$ cat src/rtl/barcode_frame_receiver_macros.svh
// ----------------------------------------------------------------------------
// Barcode frame receiver assertion macros
// Concurrent check helpers, clocked on clk and disabled while rst_n is low.
// ----------------------------------------------------------------------------
`ifndef BARCODE_FRAME_RECEIVER_MACROS_SVH
`define BARCODE_FRAME_RECEIVER_MACROS_SVH

// condition holds in the same cycle
`define BFR_ASSERT_NOW(lbl, ante, cons, msg) \
  lbl: assert property (@(posedge clk) disable iff (!rst_n) (ante) |-> (cons)) \
    else $error(msg);

// condition holds in the next cycle
`define BFR_ASSERT_NEXT(lbl, ante, cons, msg) \
  lbl: assert property (@(posedge clk) disable iff (!rst_n) (ante) |=> (cons)) \
    else $error(msg);

`endif

$ cat src/rtl/bfr_pkg.sv
// ----------------------------------------------------------------------------
// bfr_pkg
// Shared constants and types of the barcode frame receiver.
// ----------------------------------------------------------------------------
package bfr_pkg;

  localparam int BUF_DEPTH_DEF = 64;
  localparam int BYTE_W        = 8;
  localparam int LEN_W         = 6;
  localparam int CNT_W         = 8;
  localparam int TICK_W        = 32;
  localparam int CFG_IDX_W     = 1;
  localparam int CFG_DATA_W    = 8;

  localparam logic [LEN_W-1:0] MIN_LEN_RST     = LEN_W'(3);
  localparam logic [CNT_W-1:0] FRAME_LIMIT_RST = CNT_W'(8);

  localparam logic [BYTE_W-1:0] BYTE_STX = 8'h02;
  localparam logic [BYTE_W-1:0] BYTE_LF  = 8'h0A;
  localparam logic [BYTE_W-1:0] BYTE_CR  = 8'h0D;
  localparam logic [BYTE_W-1:0] BYTE_P   = 8'h50;
  localparam logic [BYTE_W-1:0] BYTE_S   = 8'h53;

  localparam logic [CFG_IDX_W-1:0] REG_MIN_LENGTH  = 1'b0;
  localparam logic [CFG_IDX_W-1:0] REG_FRAME_LIMIT = 1'b1;

  typedef enum logic [1:0] {
    ST_IDLE = 2'b01,
    ST_EMIT = 2'b10
  } bfr_state_t;

  typedef struct packed {
    logic accept;  // input item taken this cycle
    logic start;   // accepted item completes a frame
    logic load;    // move one buffered byte into the output register
  } bfr_cmd_t;

  typedef struct packed {
    logic frame_done;  // current input would complete a frame
    logic out_free;    // output register can take a byte
    logic rd_last;     // byte being read is the frame's last
  } bfr_status_t;

endpackage

$ cat src/rtl/bfr_if.sv
// ----------------------------------------------------------------------------
// bfr_if
// Channel interfaces: input items, result items and register writes.
// ----------------------------------------------------------------------------
interface bfr_in_if import bfr_pkg::*; ();
  logic              valid;
  logic              ready;
  logic              cmd;
  logic [BYTE_W-1:0] rx_byte;
  logic [TICK_W-1:0] time_tick;

  modport source(output valid, cmd, rx_byte, time_tick, input ready);
  modport sink(input valid, cmd, rx_byte, time_tick, output ready);
endinterface

interface bfr_out_if import bfr_pkg::*; ();
  logic              valid;
  logic              ready;
  logic [BYTE_W-1:0] data_byte;
  logic [LEN_W-1:0]  byte_index;
  logic [LEN_W-1:0]  frame_length;
  logic [TICK_W-1:0] frame_stamp;
  logic [CNT_W-1:0]  frame_number;
  logic              last;

  modport source(output valid, data_byte, byte_index, frame_length, frame_stamp,
                 frame_number, last, input ready);
  modport sink(input valid, data_byte, byte_index, frame_length, frame_stamp,
               frame_number, last, output ready);
endinterface

interface bfr_cfg_if import bfr_pkg::*; ();
  logic                  valid;
  logic                  ready;
  logic [CFG_IDX_W-1:0]  reg_index;
  logic [CFG_DATA_W-1:0] wr_data;

  modport source(output valid, reg_index, wr_data, input ready);
  modport sink(input valid, reg_index, wr_data, output ready);
endinterface

$ cat src/rtl/bfr_ctrl.sv
// ----------------------------------------------------------------------------
// bfr_ctrl
// Controller: takes items while idle, then steps a completed frame out.
// ----------------------------------------------------------------------------
module bfr_ctrl import bfr_pkg::*; (
  input  logic        clk,
  input  logic        rst_n,
  input  logic        in_valid,
  input  bfr_status_t status,
  output logic        in_ready,
  output bfr_cmd_t    cmd
);

  bfr_state_t state_r, state_nxt;

  always_comb begin
    state_nxt  = state_r;
    in_ready   = 1'b0;
    cmd        = '0;
    case (state_r)
      ST_IDLE: begin
        in_ready   = 1'b1;
        cmd.accept = in_valid;
        cmd.start  = in_valid && status.frame_done;
        if (cmd.start) begin
          state_nxt = ST_EMIT;
        end
      end
      ST_EMIT: begin
        cmd.load = status.out_free;
        if (cmd.load && status.rd_last) begin
          state_nxt = ST_IDLE;
        end
      end
      default: begin
        state_nxt = ST_IDLE;
      end
    endcase
  end

  always_ff @(posedge clk) begin
    if (!rst_n) begin
      state_r <= ST_IDLE;
    end else begin
      state_r <= state_nxt;
    end
  end

endmodule

$ cat src/rtl/bfr_dpath.sv
// ----------------------------------------------------------------------------
// bfr_dpath
// Datapath: frame collection state, line buffer, registers, output register.
// ----------------------------------------------------------------------------
module bfr_dpath import bfr_pkg::*; #(
  parameter int BUF_DEPTH = BUF_DEPTH_DEF
) (
  input  logic                  clk,
  input  logic                  rst_n,
  input  bfr_cmd_t              cmd,
  output bfr_status_t           status,
  input  logic                  in_cmd,
  input  logic [BYTE_W-1:0]     in_rx_byte,
  input  logic [TICK_W-1:0]     in_time_tick,
  input  logic                  cfg_valid,
  input  logic [CFG_IDX_W-1:0]  cfg_reg_index,
  input  logic [CFG_DATA_W-1:0] cfg_wr_data,
  input  logic                  out_ready,
  output logic                  out_valid,
  output logic [BYTE_W-1:0]     out_data_byte,
  output logic [LEN_W-1:0]      out_byte_index,
  output logic [LEN_W-1:0]      out_frame_length,
  output logic [TICK_W-1:0]     out_frame_stamp,
  output logic [CNT_W-1:0]      out_frame_number,
  output logic                  out_last
);

  localparam int IDX_W = $clog2(BUF_DEPTH);

  logic [BYTE_W-1:0] line_buf_mem [BUF_DEPTH];
  logic [BYTE_W-1:0] rd_data_r;

  logic [IDX_W-1:0]  collect_r, collect_nxt;
  logic              cr_seen_r, cr_seen_nxt;
  logic [BYTE_W-1:0] byte0_r, byte0_nxt;
  logic [BYTE_W-1:0] byte1_r, byte1_nxt;
  logic [CNT_W-1:0]  frames_r, frames_nxt;
  logic [LEN_W-1:0]  min_len_r, min_len_nxt;
  logic [CNT_W-1:0]  limit_r, limit_nxt;
  logic [IDX_W-1:0]  rd_idx_r, rd_idx_nxt;
  logic              out_valid_r, out_valid_nxt;

  logic [IDX_W-1:0]  flen_r;
  logic [TICK_W-1:0] stamp_r;
  logic [CNT_W-1:0]  fnum_r;

  logic [BYTE_W-1:0] out_data_r;
  logic [LEN_W-1:0]  out_idx_r;
  logic [LEN_W-1:0]  out_flen_r;
  logic [TICK_W-1:0] out_stamp_r;
  logic [CNT_W-1:0]  out_fnum_r;
  logic              out_last_r;

  logic             is_cr, is_lf, is_stx, echo, cr_drop, wr_en, wrap;
  logic [IDX_W:0]   pos_inc;

  always_comb begin
    is_cr   = (in_rx_byte == BYTE_CR);
    is_lf   = (in_rx_byte == BYTE_LF);
    is_stx  = (in_rx_byte == BYTE_STX);
    echo    = (byte0_r == BYTE_P) && (byte1_r == BYTE_S);
    cr_drop = (collect_r == '0) || (LEN_W'(collect_r) < min_len_r) || echo;
    wr_en   = cmd.accept && !in_cmd && !cr_seen_r && !is_cr && !is_stx && !is_lf;
    pos_inc = {1'b0, collect_r} + (IDX_W+1)'(1);
    wrap    = (pos_inc >= (IDX_W+1)'(BUF_DEPTH));

    status.frame_done = !in_cmd && cr_seen_r && is_lf && (frames_r < limit_r);
    status.out_free   = !out_valid_r || out_ready;
    status.rd_last    = (rd_idx_r == flen_r - IDX_W'(1));
  end

  always_comb begin
    collect_nxt = collect_r;
    cr_seen_nxt = cr_seen_r;
    byte0_nxt   = byte0_r;
    byte1_nxt   = byte1_r;
    frames_nxt  = frames_r;
    if (cmd.accept) begin
      if (in_cmd) begin
        collect_nxt = '0;
        cr_seen_nxt = 1'b0;
        byte0_nxt   = '0;
        byte1_nxt   = '0;
        frames_nxt  = '0;
      end else if (cr_seen_r) begin
        if (status.frame_done) begin
          frames_nxt = frames_r + CNT_W'(1);
        end
        collect_nxt = '0;
        cr_seen_nxt = 1'b0;
      end else if (is_cr) begin
        if (cr_drop) begin
          collect_nxt = '0;
        end else begin
          cr_seen_nxt = 1'b1;
        end
      end else if (wr_en) begin
        if (collect_r == IDX_W'(0)) begin
          byte0_nxt = in_rx_byte;
        end
        if (collect_r == IDX_W'(1)) begin
          byte1_nxt = in_rx_byte;
        end
        collect_nxt = wrap ? '0 : pos_inc[IDX_W-1:0];
      end
    end
  end

  always_comb begin
    min_len_nxt = min_len_r;
    limit_nxt   = limit_r;
    if (cfg_valid) begin
      case (cfg_reg_index)
        REG_MIN_LENGTH:  min_len_nxt = cfg_wr_data[LEN_W-1:0];
        REG_FRAME_LIMIT: limit_nxt   = cfg_wr_data[CNT_W-1:0];
        default: begin
        end
      endcase
    end
  end

  always_comb begin
    rd_idx_nxt = rd_idx_r;
    if (cmd.start) begin
      rd_idx_nxt = '0;
    end else if (cmd.load) begin
      rd_idx_nxt = rd_idx_r + IDX_W'(1);
    end
    out_valid_nxt = out_valid_r;
    if (cmd.load) begin
      out_valid_nxt = 1'b1;
    end else if (out_ready) begin
      out_valid_nxt = 1'b0;
    end
  end

  always_ff @(posedge clk) begin
    if (wr_en) begin
      line_buf_mem[collect_r] <= in_rx_byte;
    end
    rd_data_r <= line_buf_mem[rd_idx_nxt];
  end

  always_ff @(posedge clk) begin
    if (!rst_n) begin
      collect_r   <= '0;
      cr_seen_r   <= 1'b0;
      byte0_r     <= '0;
      byte1_r     <= '0;
      frames_r    <= '0;
      min_len_r   <= MIN_LEN_RST;
      limit_r     <= FRAME_LIMIT_RST;
      rd_idx_r    <= '0;
      out_valid_r <= 1'b0;
    end else begin
      collect_r   <= collect_nxt;
      cr_seen_r   <= cr_seen_nxt;
      byte0_r     <= byte0_nxt;
      byte1_r     <= byte1_nxt;
      frames_r    <= frames_nxt;
      min_len_r   <= min_len_nxt;
      limit_r     <= limit_nxt;
      rd_idx_r    <= rd_idx_nxt;
      out_valid_r <= out_valid_nxt;
    end
  end

  // frame latch and output register
  always_ff @(posedge clk) begin
    if (cmd.start) begin
      flen_r  <= collect_r;
      stamp_r <= in_time_tick;
      fnum_r  <= frames_r;
    end
    if (cmd.load) begin
      out_data_r  <= rd_data_r;
      out_idx_r   <= LEN_W'(rd_idx_r);
      out_flen_r  <= LEN_W'(flen_r);
      out_stamp_r <= stamp_r;
      out_fnum_r  <= fnum_r;
      out_last_r  <= status.rd_last;
    end
  end

  assign out_valid        = out_valid_r;
  assign out_data_byte    = out_data_r;
  assign out_byte_index   = out_idx_r;
  assign out_frame_length = out_flen_r;
  assign out_frame_stamp  = out_stamp_r;
  assign out_frame_number = out_fnum_r;
  assign out_last         = out_last_r;

endmodule

$ cat src/rtl/barcode_frame_receiver.sv
// ----------------------------------------------------------------------------
// barcode_frame_receiver
// Collects scanner serial bytes into frames and streams out accepted frames.
// ----------------------------------------------------------------------------
// A byte item or a clear item is taken whenever the block is idle. An LF
// that completes a frame starts a readout: the block then takes no item
// while the frame's bytes leave the line buffer through its registered
// read port, one per cycle when the output is not stalled; a stall holds
// the readout. The last byte may still wait in the output register while
// the next item is taken. Register writes are taken every cycle. No
// clearing pass follows reset.
`include "barcode_frame_receiver_macros.svh"

module barcode_frame_receiver import bfr_pkg::*; #(
  parameter int BUF_DEPTH = BUF_DEPTH_DEF
) (
  input  logic      clk,
  input  logic      rst_n,
  bfr_cfg_if.sink   cfg_ch,
  bfr_in_if.sink    in_ch,
  bfr_out_if.source out_ch
);

  bfr_cmd_t    cmd;
  bfr_status_t status;

  assign cfg_ch.ready = 1'b1;

  bfr_ctrl u_ctrl (
    .clk      (clk),
    .rst_n    (rst_n),
    .in_valid (in_ch.valid),
    .status   (status),
    .in_ready (in_ch.ready),
    .cmd      (cmd)
  );

  bfr_dpath #(
    .BUF_DEPTH (BUF_DEPTH)
  ) u_dpath (
    .clk              (clk),
    .rst_n            (rst_n),
    .cmd              (cmd),
    .status           (status),
    .in_cmd           (in_ch.cmd),
    .in_rx_byte       (in_ch.rx_byte),
    .in_time_tick     (in_ch.time_tick),
    .cfg_valid        (cfg_ch.valid),
    .cfg_reg_index    (cfg_ch.reg_index),
    .cfg_wr_data      (cfg_ch.wr_data),
    .out_ready        (out_ch.ready),
    .out_valid        (out_ch.valid),
    .out_data_byte    (out_ch.data_byte),
    .out_byte_index   (out_ch.byte_index),
    .out_frame_length (out_ch.frame_length),
    .out_frame_stamp  (out_ch.frame_stamp),
    .out_frame_number (out_ch.frame_number),
    .out_last         (out_ch.last)
  );

  `BFR_ASSERT_NOW(a_last_pos, out_ch.valid, out_ch.last == (out_ch.byte_index == out_ch.frame_length - 1), "last flag off the final byte")
  `BFR_ASSERT_NOW(a_idx_range, out_ch.valid, out_ch.byte_index < out_ch.frame_length, "byte index past frame length")
  `BFR_ASSERT_NEXT(a_reopen, cmd.load && status.rd_last, in_ch.ready, "input not reopened after frame")

endmodule
$ cat src/flat_wrapper.sv
// flat-port wrapper written by rule: the top's interface ports become plain ports
module barcode_frame_receiver_flat import bfr_pkg::*;
#(
  parameter int BUF_DEPTH = BUF_DEPTH_DEF
)
  (clk, rst_n, cfg_ch_valid, cfg_ch_reg_index, cfg_ch_wr_data, cfg_ch_ready, in_ch_valid, in_ch_cmd, in_ch_rx_byte, in_ch_time_tick, in_ch_ready, out_ch_valid, out_ch_data_byte, out_ch_byte_index, out_ch_frame_length, out_ch_frame_stamp, out_ch_frame_number, out_ch_last, out_ch_ready);
  bfr_cfg_if cfg_ch_i ();
  bfr_in_if in_ch_i ();
  bfr_out_if out_ch_i ();
  input  logic clk;
  input  logic rst_n;
  input wire logic [$bits(cfg_ch_i.valid)-1:0] cfg_ch_valid;
  input wire logic [$bits(cfg_ch_i.reg_index)-1:0] cfg_ch_reg_index;
  input wire logic [$bits(cfg_ch_i.wr_data)-1:0] cfg_ch_wr_data;
  output wire logic [$bits(cfg_ch_i.ready)-1:0] cfg_ch_ready;
  input wire logic [$bits(in_ch_i.valid)-1:0] in_ch_valid;
  input wire logic [$bits(in_ch_i.cmd)-1:0] in_ch_cmd;
  input wire logic [$bits(in_ch_i.rx_byte)-1:0] in_ch_rx_byte;
  input wire logic [$bits(in_ch_i.time_tick)-1:0] in_ch_time_tick;
  output wire logic [$bits(in_ch_i.ready)-1:0] in_ch_ready;
  output wire logic [$bits(out_ch_i.valid)-1:0] out_ch_valid;
  output wire logic [$bits(out_ch_i.data_byte)-1:0] out_ch_data_byte;
  output wire logic [$bits(out_ch_i.byte_index)-1:0] out_ch_byte_index;
  output wire logic [$bits(out_ch_i.frame_length)-1:0] out_ch_frame_length;
  output wire logic [$bits(out_ch_i.frame_stamp)-1:0] out_ch_frame_stamp;
  output wire logic [$bits(out_ch_i.frame_number)-1:0] out_ch_frame_number;
  output wire logic [$bits(out_ch_i.last)-1:0] out_ch_last;
  input wire logic [$bits(out_ch_i.ready)-1:0] out_ch_ready;
  assign cfg_ch_i.valid = cfg_ch_valid;
  assign cfg_ch_i.reg_index = cfg_ch_reg_index;
  assign cfg_ch_i.wr_data = cfg_ch_wr_data;
  assign cfg_ch_ready = cfg_ch_i.ready;
  assign in_ch_i.valid = in_ch_valid;
  assign in_ch_i.cmd = in_ch_cmd;
  assign in_ch_i.rx_byte = in_ch_rx_byte;
  assign in_ch_i.time_tick = in_ch_time_tick;
  assign in_ch_ready = in_ch_i.ready;
  assign out_ch_valid = out_ch_i.valid;
  assign out_ch_data_byte = out_ch_i.data_byte;
  assign out_ch_byte_index = out_ch_i.byte_index;
  assign out_ch_frame_length = out_ch_i.frame_length;
  assign out_ch_frame_stamp = out_ch_i.frame_stamp;
  assign out_ch_frame_number = out_ch_i.frame_number;
  assign out_ch_last = out_ch_i.last;
  assign out_ch_i.ready = out_ch_ready;
  barcode_frame_receiver #(.BUF_DEPTH(BUF_DEPTH)) u_core (.clk(clk), .rst_n(rst_n), .cfg_ch(cfg_ch_i), .in_ch(in_ch_i), .out_ch(out_ch_i));
endmodule
$ cat config.mk
export PLATFORM = sky130hd
export DESIGN_NAME = barcode_frame_receiver_flat
export DESIGN_NICKNAME = d
export VERILOG_FILES = /design/src/rtl/bfr_pkg.sv /design/src/rtl/bfr_if.sv /design/src/rtl/bfr_ctrl.sv /design/src/rtl/bfr_dpath.sv /design/src/rtl/barcode_frame_receiver.sv /design/src/flat_wrapper.sv
export VERILOG_INCLUDE_DIRS = /design/src /design/src/rtl
export SDC_FILE = /design/constraint.sdc
export NUM_CORES = 1
export LEC_CHECK = 0
export BUFFER_PORTS_ARGS = -buffer_cell sky130_fd_sc_hd__buf_4
export CAP_MARGIN = 20
export CORE_MARGIN = 1.5
export CORE_UTILIZATION = 50
export CTS_CLUSTER_DIAMETER = 200
export DETAILED_ROUTE_END_ITERATION = 8
export PLACE_DENSITY_LB_ADDON = 0.12
export SYNTH_ARGS = -nofsm -noshare
export SYNTH_HDL_FRONTEND = slang
export SYNTH_HIERARCHICAL = 1
export SYNTH_SLANG_ARGS = --single-unit
$ cat constraint.sdc
create_clock -name clk -period 10.05 [get_ports clk]
set_input_delay 0 -clock clk [delete_from_list [all_inputs] [get_ports clk]]
set_output_delay 0 -clock clk [all_outputs]
set_load 0.01 [all_outputs]
[Word level (Yosys, flattened, before mapping)]
Memory sizes are Yosys's and may differ from the RTL's. A register that Yosys moved wholly into a read port is not among the register bits.
Index checks and enable logic that the tools add are counted.
Widths: inputs -> output; s select.
Operators by class
  add/sub/neg operators: 4
  order comparisons: 3
  equal/unequal tests: 14
  muxes and demuxes: 35
  bitwise logic cells: 1
  reductions and logical operators: 35
Operators with widths (number)
  $mux 8: 13
  $mux 6: 8
  $eq 8x4->1 const B: 2
  $eq 8x7->1 const B: 2
  $reduce_bool 2->1: 6
  $logic_and 1x1->1: 11
  $mux 1: 10
  $reduce_and 5->1: 2
  $add 8x1->8 const B: 1
  $eq 8x2->1 const B: 1
  $lt 8x8->1: 1
  $ne 2x2->1 const B: 4
  $add 6x1->7 const B: 1
  $ge 7x7->1 const B: 1
  $add 6x1->6 const B: 1
  $eq 6x1->1 const B: 1
  $eq 6x6->1: 1
  $logic_not 1->1: 6
  $logic_not 6->1: 1
  $lt 6x6->1: 1
  $mux 2: 3
  $reduce_and 2->1: 3
  $reduce_and 3->1: 2
  $sub 6x1->6 const B: 1
  other kinds (7): 9
Word-level totals
  flip-flop bits (word level): 161
  RAM bits: 512
  input port bits: 55
  output and inout port bits: 64
  logic and storage cells: 112
  memories kept: 1
Memories
  u_core.u_dpath.line_buf_mem: depth 64, width 8, rd ports 1, clocked after memory_dff 1, wr ports 1, RTL line bfr_dpath.sv:30  | logic [BYTE_W-1:0] line_buf_mem [BUF_DEPTH];

[Logic depth before layout (Yosys ltp)]
Gate-level depths: netlist (run 1).
  depth after elaboration: 15
  depth in mapped cells: 19
  mapped depth without buffers: 15

[Modules after synthesis]
Netlist (run 1), hierarchy kept.
By module, submodules not included
  bfr_dpath: instances 1, cells an instance 2014, area an instance 26889.5 sq um, seq. area each 19789.0 sq um
  bfr_ctrl: instances 1, cells an instance 11, area an instance 102.6 sq um, seq. area each 40.0 sq um
  barcode_frame_receiver: instances 1, cells an instance 2, area an instance 11.3 sq um, seq. area each 0.0 sq um

[Worst setup path after synthesis (run 1)]
Ideal clock, no wire load.
  path type: reg-to-reg
  start point: reg u_core.u_dpath.out_valid_r (netlist: u_core/u_dpath/out_valid)
  end point: reg u_core.u_dpath.rd_data_r[0], read port of u_core.u_dpath.line_buf_mem
  setup time: 0.063 ns
  arrival time: 5.238 ns
  required time: 9.987 ns
  setup slack: 4.749 ns
  cell stages (with the launch flop): 13
  buffers on the path: 2
  period minus slack after synthesis: 5.301 ns
  path through: dfxtp_1 > nand2b_1 > inv_1 > nor2_1 > mux2i_1 > or2_1 > buf_2 > buf_4 > a311oi_1 > a31oi_1 > a2111oi_1 > o311ai_1 > nand3_1
RTL lines
  start: declaration: RTL line bfr_dpath.sv:41  | logic out_valid_r, out_valid_nxt;
  start signal: assignment: RTL line bfr_dpath.sv:164  | out_valid_r <= out_valid_nxt;
  end: declaration: RTL line bfr_dpath.sv:31  | logic [BYTE_W-1:0] rd_data_r;

==> flow_summary.json, run 1 <==
{
  "dr.pass1.iters": 5,
  "syn-cell-area_um2": 27000,
  "ys_top_cells_by_count": "sky130_fd_sc_hd__edfxtp_1, sky130_fd_sc_hd__nand2_1, sky130_fd_sc_hd__nand3_1",
  "worst-r2r-setup-slack_ps": 4690,
  "utilization": 0.5890,
  "post_drt_wl_per_cell_um": 23.39,
  "postCtsSetupBuffers": 0,
  "drt_drc_violations_left": 0,
  "p_leak_nw": 10.72,
  "cts_made_buffers": 70,
  "synth_largest_area_cell": "sky130_fd_sc_hd__edfxtp_1",
  "post_synth_edffs": 619,
  "worst_hold_startpoint": "in_ch_rx_byte[2]",
  "antenna_cells_inserted": 0,
  "slew_viol_final": 0,
  "hpwlAfterDp_um": 39080,
  "detailroute.via_count": 17035,
  "io-pin-count": 119,
  "yosys.cell_types.count": 65,
  "timing.hold.ws_ps": 37.75,
  "insertion_delay_ps": 610,
  "cts-root-buf": "sky130_fd_sc_hd__clkbuf_16",
  "power.total_mw": 5.737,
  "max-clock-path-buffers": 3,
  "timing.rr.start": "u_core/u_dpath/frames_r[1]",
  "fin_worst_skew_ps": 25.53,
  "final_hold_vios": 0,
  "finalCritPeriodShare": 0.5335,
  "cts_sinks": 681,
  "timing.critical_path.slowest_cell_delay_ps": 1070,
  "placementRows": 84,
  "number_of_cells_on_the_worst_hold_path": 1,
  "start_util": 0.5098,
  "post_synth.cell_area_avg_um2": 13.32,
  "place_congestion": 0.7958,
  "timing.critical_path.fanout_max": 54,
  "floorplan.die.height_um": 235.4,
  "worstReg2RegEnd": "u_core/u_dpath/rd_data_r[1]",
  "gr-usage-all-layers": 0.2462,
  "cts-htree-levels": 3,
  "synthDominantCellAreaShare": 0.6884,
  "cpMaxStageDelayCell": "sky130_fd_sc_hd__a2111oi_1",
  "grt_pass1_wl_um": 102800,
  "final_net_count": 2245,
  "yosysWarningCount": 6,
  "setup_tns_ps": 0,
  "fp.dieW_um": 235.4,
  "routed_via_density": 5.846,
  "rsz0062_at_grt": "false",
  "ir_worst_vdd_v": 0.0001516,
  "post_cts_hold_buffer_count": 61,
  "synth.yosys.seq_area_share": 0.7343,
  "maxCapViolCount": 0,
  "cp_common_cell": "sky130_fd_sc_hd__a21o_1",
  "pin_count_of_the_biggest_net_entering_global_routing": 140,
  "power_per_cell_area_nw_per_um2": 183.9,
  "fp.dieArea_um2": 55410,
  "result_of_the_run": "complete, no violations",
  "worstPathCellList": "ha_1 -> a21o_1 -> a21o_1 -> a21oi_1 -> o211a_1 -> and3_4 -> or2_4 -> buf_4 -> nand2_1 -> a311oi_1 -> a31oi_1 -> a2111oi_1 -> o311ai_1 -> nand3_1",
  "post_cts.resized_instances": 0,
  "timing.final.crit_period_ps": 5362,
  "syn_inst_count": 2027,
  "worst_margin_pin_slew_ps": 1151,
  "critical_path_arrival_ps": 5910,
  "maximum_clock_frequency_ghz": 0.1865,
  "largest_register": "u_core/u_dpath/line_buf_mem",
  "total_global_routing_overflow": 0,
  "most_repeated_cell_in_the_gate_level_netlist_after_synthesis": "sky130_fd_sc_hd__edfxtp_1",
  "slew_headroom": 0.2309,
  "clock_tree_from_tritoncts": "built",
  "antenna_found_initial": 1,
  "async_reset_ff_frac": 0,
  "ys_ff_latch": 681,
  "grt_pass1_vias": 16448,
  "timing.hold.worst.class": "input port to register",
  "fraction_of_final_layout_cells_sized_beyond_drive_strength_1": 0.1132,
  "synth_top_cells_by_area": "sky130_fd_sc_hd__edfxtp_1, sky130_fd_sc_hd__nand2_1, sky130_fd_sc_hd__dfxtp_1, sky130_fd_sc_hd__nand3_1, sky130_fd_sc_hd__a311oi_1",
  "cts.reportedPaths.clkPinSlew_ps": 60,
  "critical_path_launch_point_type": "register",
  "coreArea_um2": 52970,
  "synth_nets": 2100,
  "r2r.worst_path.cells": 14,
  "routed_wl_um": 68170,
  "filler_cell_count": 4228,
  "syn2layout_area_growth_pct": 15.54,
  "hold_end": "u_core/u_dpath/line_buf_mem[5][2]",
  "largest_reg_flops": 512,
  "drt_iter0_drc": 1572,
  "yosys_most_used_dff": "sky130_fd_sc_hd__edfxtp_1",
  "io_buffer_count": 117,
  "setup_viol": 0,
  "worstPathRequired_ps": 10590,
  "detail-route-antenna-nets": 0,
  "worst_setup_path_end_kind": "register",
  "crit_type": "register to register"
}
-- final cells by class --
cell class	instances	area, um2	area share
clock buffers	92	1908	0.06116
clock inverters	34	295.3	0.009464
inverters	20	75.07	0.002406
multi-input cells	1200	6573	0.2107
flip-flops and latches	681	19830	0.6355
well taps	688	860.8	0.02759
repair buffers	199	1659	0.05318
-- critical path, delay by kind of cell (launching register included) --
| kind | cells | cell delay (ps) |
|---|---|---|
| AND/OR/NAND/NOR | 4 | 1340 |
| buffers and inverters | 1 | 630 |
| flip-flops | 1 | 420 |
| AO/OA/AOI/OAI | 8 | 2640 |
| adder cells (fa/ha/maj) | 1 | 260 |
-- stage by stage --
stage | setup WS, ps | cells | area [um2]
CTS | 4738 | 2913 | 31190
global route | 4350 | 2914 | 31200
floorplan | 4749 | 2027 | 27000
detailed placement | 4542 | 2726 | 28380
finish | 4688 | 2914 | 31200
global placement | 4582 | 2726 | 28380
-- worst max-delay path by stage --
stage | slack, ps | end | depth (start not counted) | startpoint
3_5_place_dp | 4540 | u_core/u_dpath/rd_data_r[2] | 13 | in_ch_rx_byte[4]
5_1_grt | 4350 | u_core/u_dpath/rd_data_r[1] | 14 | u_core/u_dpath/frames_r[1]
6_report | 4690 | u_core/u_dpath/rd_data_r[1] | 14 | u_core/u_dpath/frames_r[1]
4_1_cts | 4740 | u_core/u_dpath/rd_data_r[2] | 14 | u_core/u_dpath/frames_r[1]
3_3_place_gp | 4580 | u_core/u_dpath/rd_data_r[7] | 13 | in_ch_rx_byte[4]
2_1_floorplan | 4750 | u_core/u_dpath/rd_data_r[0] | 12 | u_core/u_dpath/out_valid
-- where the power goes --
group          switching (mW)  total [mW]  leakage (nW)  internal [mW]
logic                  0.0754       0.121          3.63         0.0459
registers             0.00607        3.10          6.03           3.09
clock network            1.05        2.52          1.06           1.47
-- layer usage --
layer  GRT usage  share of wire  vias to the layer above  routed length (um)
li1            -              -                     7764                   -
met1      0.3445           0.43                     8577               29230
met2      0.3910           0.48                      584               32430
met3     0.04397          0.068                      110                4615
met4     0.08407          0.028                        0                1883
met5           0              0                        -                   0
-- cell families (layout without fill, tap and decap cells) --
family | count (synthesis) | after routing | share of synthesized area
and+or+nand+nor | 901 | 901 | 0.1508
DFF | 681 | 681 | 0.7343
AOI/OAI and AO/OA | 233 | 233 | 0.06325
buffers and inverters | 146 | 345 | 0.02400
muxes | 29 | 29 | 0.01279
adders and majority gates | 18 | 18 | 0.008340
xor gates and xnor gates | 18 | 18 | 0.006394
other | 1 | 1 | 0.0001389
-- placed cells by master (no fill, tap or decap), types with 48 or more instances in the layout --
cell	count
sky130_fd_sc_hd__clkbuf_16	73
sky130_fd_sc_hd__nor2_1	81
sky130_fd_sc_hd__nand2_1	480
sky130_fd_sc_hd__buf_4	137
sky130_fd_sc_hd__dlygate4sd3_1	61
sky130_fd_sc_hd__and3_1	48
sky130_fd_sc_hd__nand3_1	179
sky130_fd_sc_hd__a21oi_1	51
sky130_fd_sc_hd__edfxtp_1	619
sky130_fd_sc_hd__dfxtp_1	62
Power figures use the tool's default switching activity.
==> run 2: changes to the inputs <==
==> constraint.sdc (replaced) <==
create_clock -name clk -period 4.92 [get_ports clk]
set_input_delay 0 -clock clk [delete_from_list [all_inputs] [get_ports clk]]
set_output_delay 0 -clock clk [all_outputs]
set_load 0.01 [all_outputs]
==> run 2 against run 1 <==
Against the previous run: highest routed layer unchanged; design area is 0.95% higher; via count increased by 0.68%; cell count is 1.2% higher; flip-flop and latch count did not move; clock-buffer cell count is 6 higher; register-to-register slack lost 4200 ps; routed wire length is 2.5% higher; combinational power rose by 120%; sequential share of layout area decreased by 0.60 points; die area unchanged; hold slack got worse by 7.9 ps; critical path type unchanged; setup slack lost 4200 ps.
==> flow_summary.json, run 2 (synthesis gave the netlist of run 1 again) <==
{
  "result_of_the_run": "complete, no violations",
  "cts_made_buffers": 70,
  "total_global_routing_overflow": 0,
  "postPlaceCellArea_um2": 28680,
  "cts_sinks": 681,
  "largest_reg_flops": 512,
  "worstReg2RegEnd": "u_core/u_dpath/rd_data_r[5]",
  "setup_tns_ps": 0,
  "timing.final.crit_period_ps": 4442,
  "worst_hold_startpoint": "in_ch_rx_byte[7]",
  "clock_tree_from_tritoncts": "built",
  "cpMaxStageDelayCell": "sky130_fd_sc_hd__nor2_4",
  "timing.critical_path.slowest_cell_delay_ps": 840,
  "routed_wl_um": 69880,
  "critical_path_launch_point_type": "register",
  "final_hold_vios": 0,
  "ir_worst_vdd_v": 0.0002890,
  "gr-usage-all-layers": 0.2534,
  "worst_setup_path_end_kind": "register",
  "postCtsSetupBuffers": 0,
  "post_drt_wl_per_cell_um": 23.70,
  "worstPathRequired_ps": 5450,
  "number_of_cells_on_the_worst_hold_path": 2,
  "timing.hold.ws_ps": 29.81,
  "coreArea_um2": 52970,
  "most-common-layout-cells": "sky130_fd_sc_hd__edfxtp_1, sky130_fd_sc_hd__nand2_1, sky130_fd_sc_hd__nand3_1",
  "utilization": 0.5946,
  "crit_type": "register to register",
  "setup_ws_ps": 477.9,
  "detailroute.via_count": 17150,
  "cts-root-buf": "sky130_fd_sc_hd__clkbuf_16",
  "antenna_found_initial": 1,
  "io_buffer_count": 117,
  "fin_worst_skew_ps": 17.97,
  "syn2layout_area_growth_pct": 16.64,
  "grt_pass1_wl_um": 105400,
  "rsz0062_at_grt": "false",
  "fraction_of_final_layout_cells_sized_beyond_drive_strength_1": 0.1266,
  "setup_viol": 0,
  "maxCapViolCount": 0,
  "grt_pass1_vias": 16792,
  "worst-r2r-setup-slack_ps": 480,
  "start_util": 0.5098,
  "power.total_mw": 11.71,
  "post_cts_hold_buffer_count": 61,
  "insertion_delay_ps": 600,
  "finalCritPeriodShare": 0.9029,
  "timing.hold.worst.class": "input port to register",
  "cts-htree-levels": 3,
  "final_cell_area_um2": 31500,
  "post_layout_nonfiller_instances": 2948,
  "drt_drc_violations_left": 0,
  "power_per_cell_area_nw_per_um2": 371.8,
  "worst_margin_pin_slew_ps": 1141,
  "r2r.worst_path.cells": 16,
  "slew_headroom": 0.2334,
  "worst_slack_at_placement_ps": 453.8,
  "drt_iter0_drc": 1725,
  "largest_register": "u_core/u_dpath/line_buf_mem",
  "pin_count_of_the_biggest_net_entering_global_routing": 80,
  "io-pin-count": 119,
  "post_cts.resized_instances": 0,
  "routed_via_density": 5.818,
  "p_leak_nw": 10.90,
  "worstPathCellList": "inv_1 -> ha_1 -> a21o_1 -> a21o_1 -> a21oi_1 -> o211a_1 -> and3_4 -> nor2_4 -> buf_4 -> buf_4 -> nand2_1 -> nand3_1 -> a21oi_1 -> a2111oi_1 -> o311ai_1 -> nand3_1",
  "final_net_count": 2278,
  "detail-route-antenna-nets": 0,
  "layout_commonest_cell": "sky130_fd_sc_hd__edfxtp_1",
  "timing.critical_path.fanout_max": 40,
  "fp.dieW_um": 235.4,
  "slew_viol_final": 0,
  "hpwlAfterDp_um": 42690,
  "max-clock-path-buffers": 3,
  "fp.dieArea_um2": 55410,
  "numPlacedInstances": 2760,
  "hold_end": "u_core/u_dpath/line_buf_mem[4][7]",
  "cts.reportedPaths.clkPinSlew_ps": 60,
  "place_congestion": 0.8573,
  "timing.rr.start": "u_core/u_dpath/limit_r[1]",
  "maximum_clock_frequency_ghz": 0.2251,
  "critical_path_arrival_ps": 4980,
  "floorplan.die.height_um": 235.4,
  "dr.pass1.iters": 5,
  "placementRows": 84
}
-- run 2: cell count changes in the layout (fill, tap and decap cells not counted), sizes merged --
cell / change
buf: +33
clkbuf: +6
inv: -2
bufinv: -1
diode: +1
clkinv: -1
clkinvlp: -2
-- run 2: power breakdown --
part / total [mW] / switching [mW] / leakage (nW) / internal, mW
clock: 5.12 / 2.13 / 1.07 / 3.00
combinational: 0.265 / 0.166 / 3.81 / 0.0990
sequential: 6.32 / 0.0110 / 6.02 / 6.31
total: 11.7 / 2.30 / 10.9 / 9.41
-- run 2: area by class of cell --
class | instances | area [um2]
sequential | 681 | 19830
clock buffer | 98 | 1962
tap | 688 | 860.8
multi-input combinational | 1200 | 6576
fill | 4228 | 21470
clock inverter | 28 | 247.7
timing repair buffer | 232 | 1944
antenna | 1 | 2.502
inverter | 20 | 75.07
-- run 2: routing by layer --
metal / track usage / vias up / wire, um
li1: - / 7824 / -
met1: 0.3527 / 8594 / 29570
met2: 0.4067 / 625 / 33560
met3: 0.03905 / 107 / 4596
met4: 0.09228 / 0 / 2154
met5: 0 / - / 0
-- run 2: critical path: cells and delay by family, from the launching register on --
kind / cells / cell delay [ps]
adder cells (fa/ha/maj): 1 / 270
AND/OR/NAND/NOR: 5 / 1420
flip-flops: 1 / 340
AO/OA/AOI/OAI: 7 / 1400
buffers and inverters: 3 / 930
-- run 2: worst max-delay path by stage --
stage / startpoint / slack, ps / to / depth (start not counted)
floorplan: u_core/u_dpath/out_valid / 780 / u_core/u_dpath/rd_data_r[5] / 13
global placement: in_ch_rx_byte[4] / 420 / u_core/u_dpath/rd_data_r[4] / 14
detailed placement: in_ch_rx_byte[4] / 450 / u_core/u_dpath/rd_data_r[3] / 14
CTS: u_core/u_dpath/limit_r[1] / 520 / u_core/u_dpath/rd_data_r[5] / 16
global route: u_core/u_dpath/frames_r[1] / 150 / u_core/u_dpath/rd_data_r[2] / 15
finish: u_core/u_dpath/limit_r[1] / 480 / u_core/u_dpath/rd_data_r[5] / 16
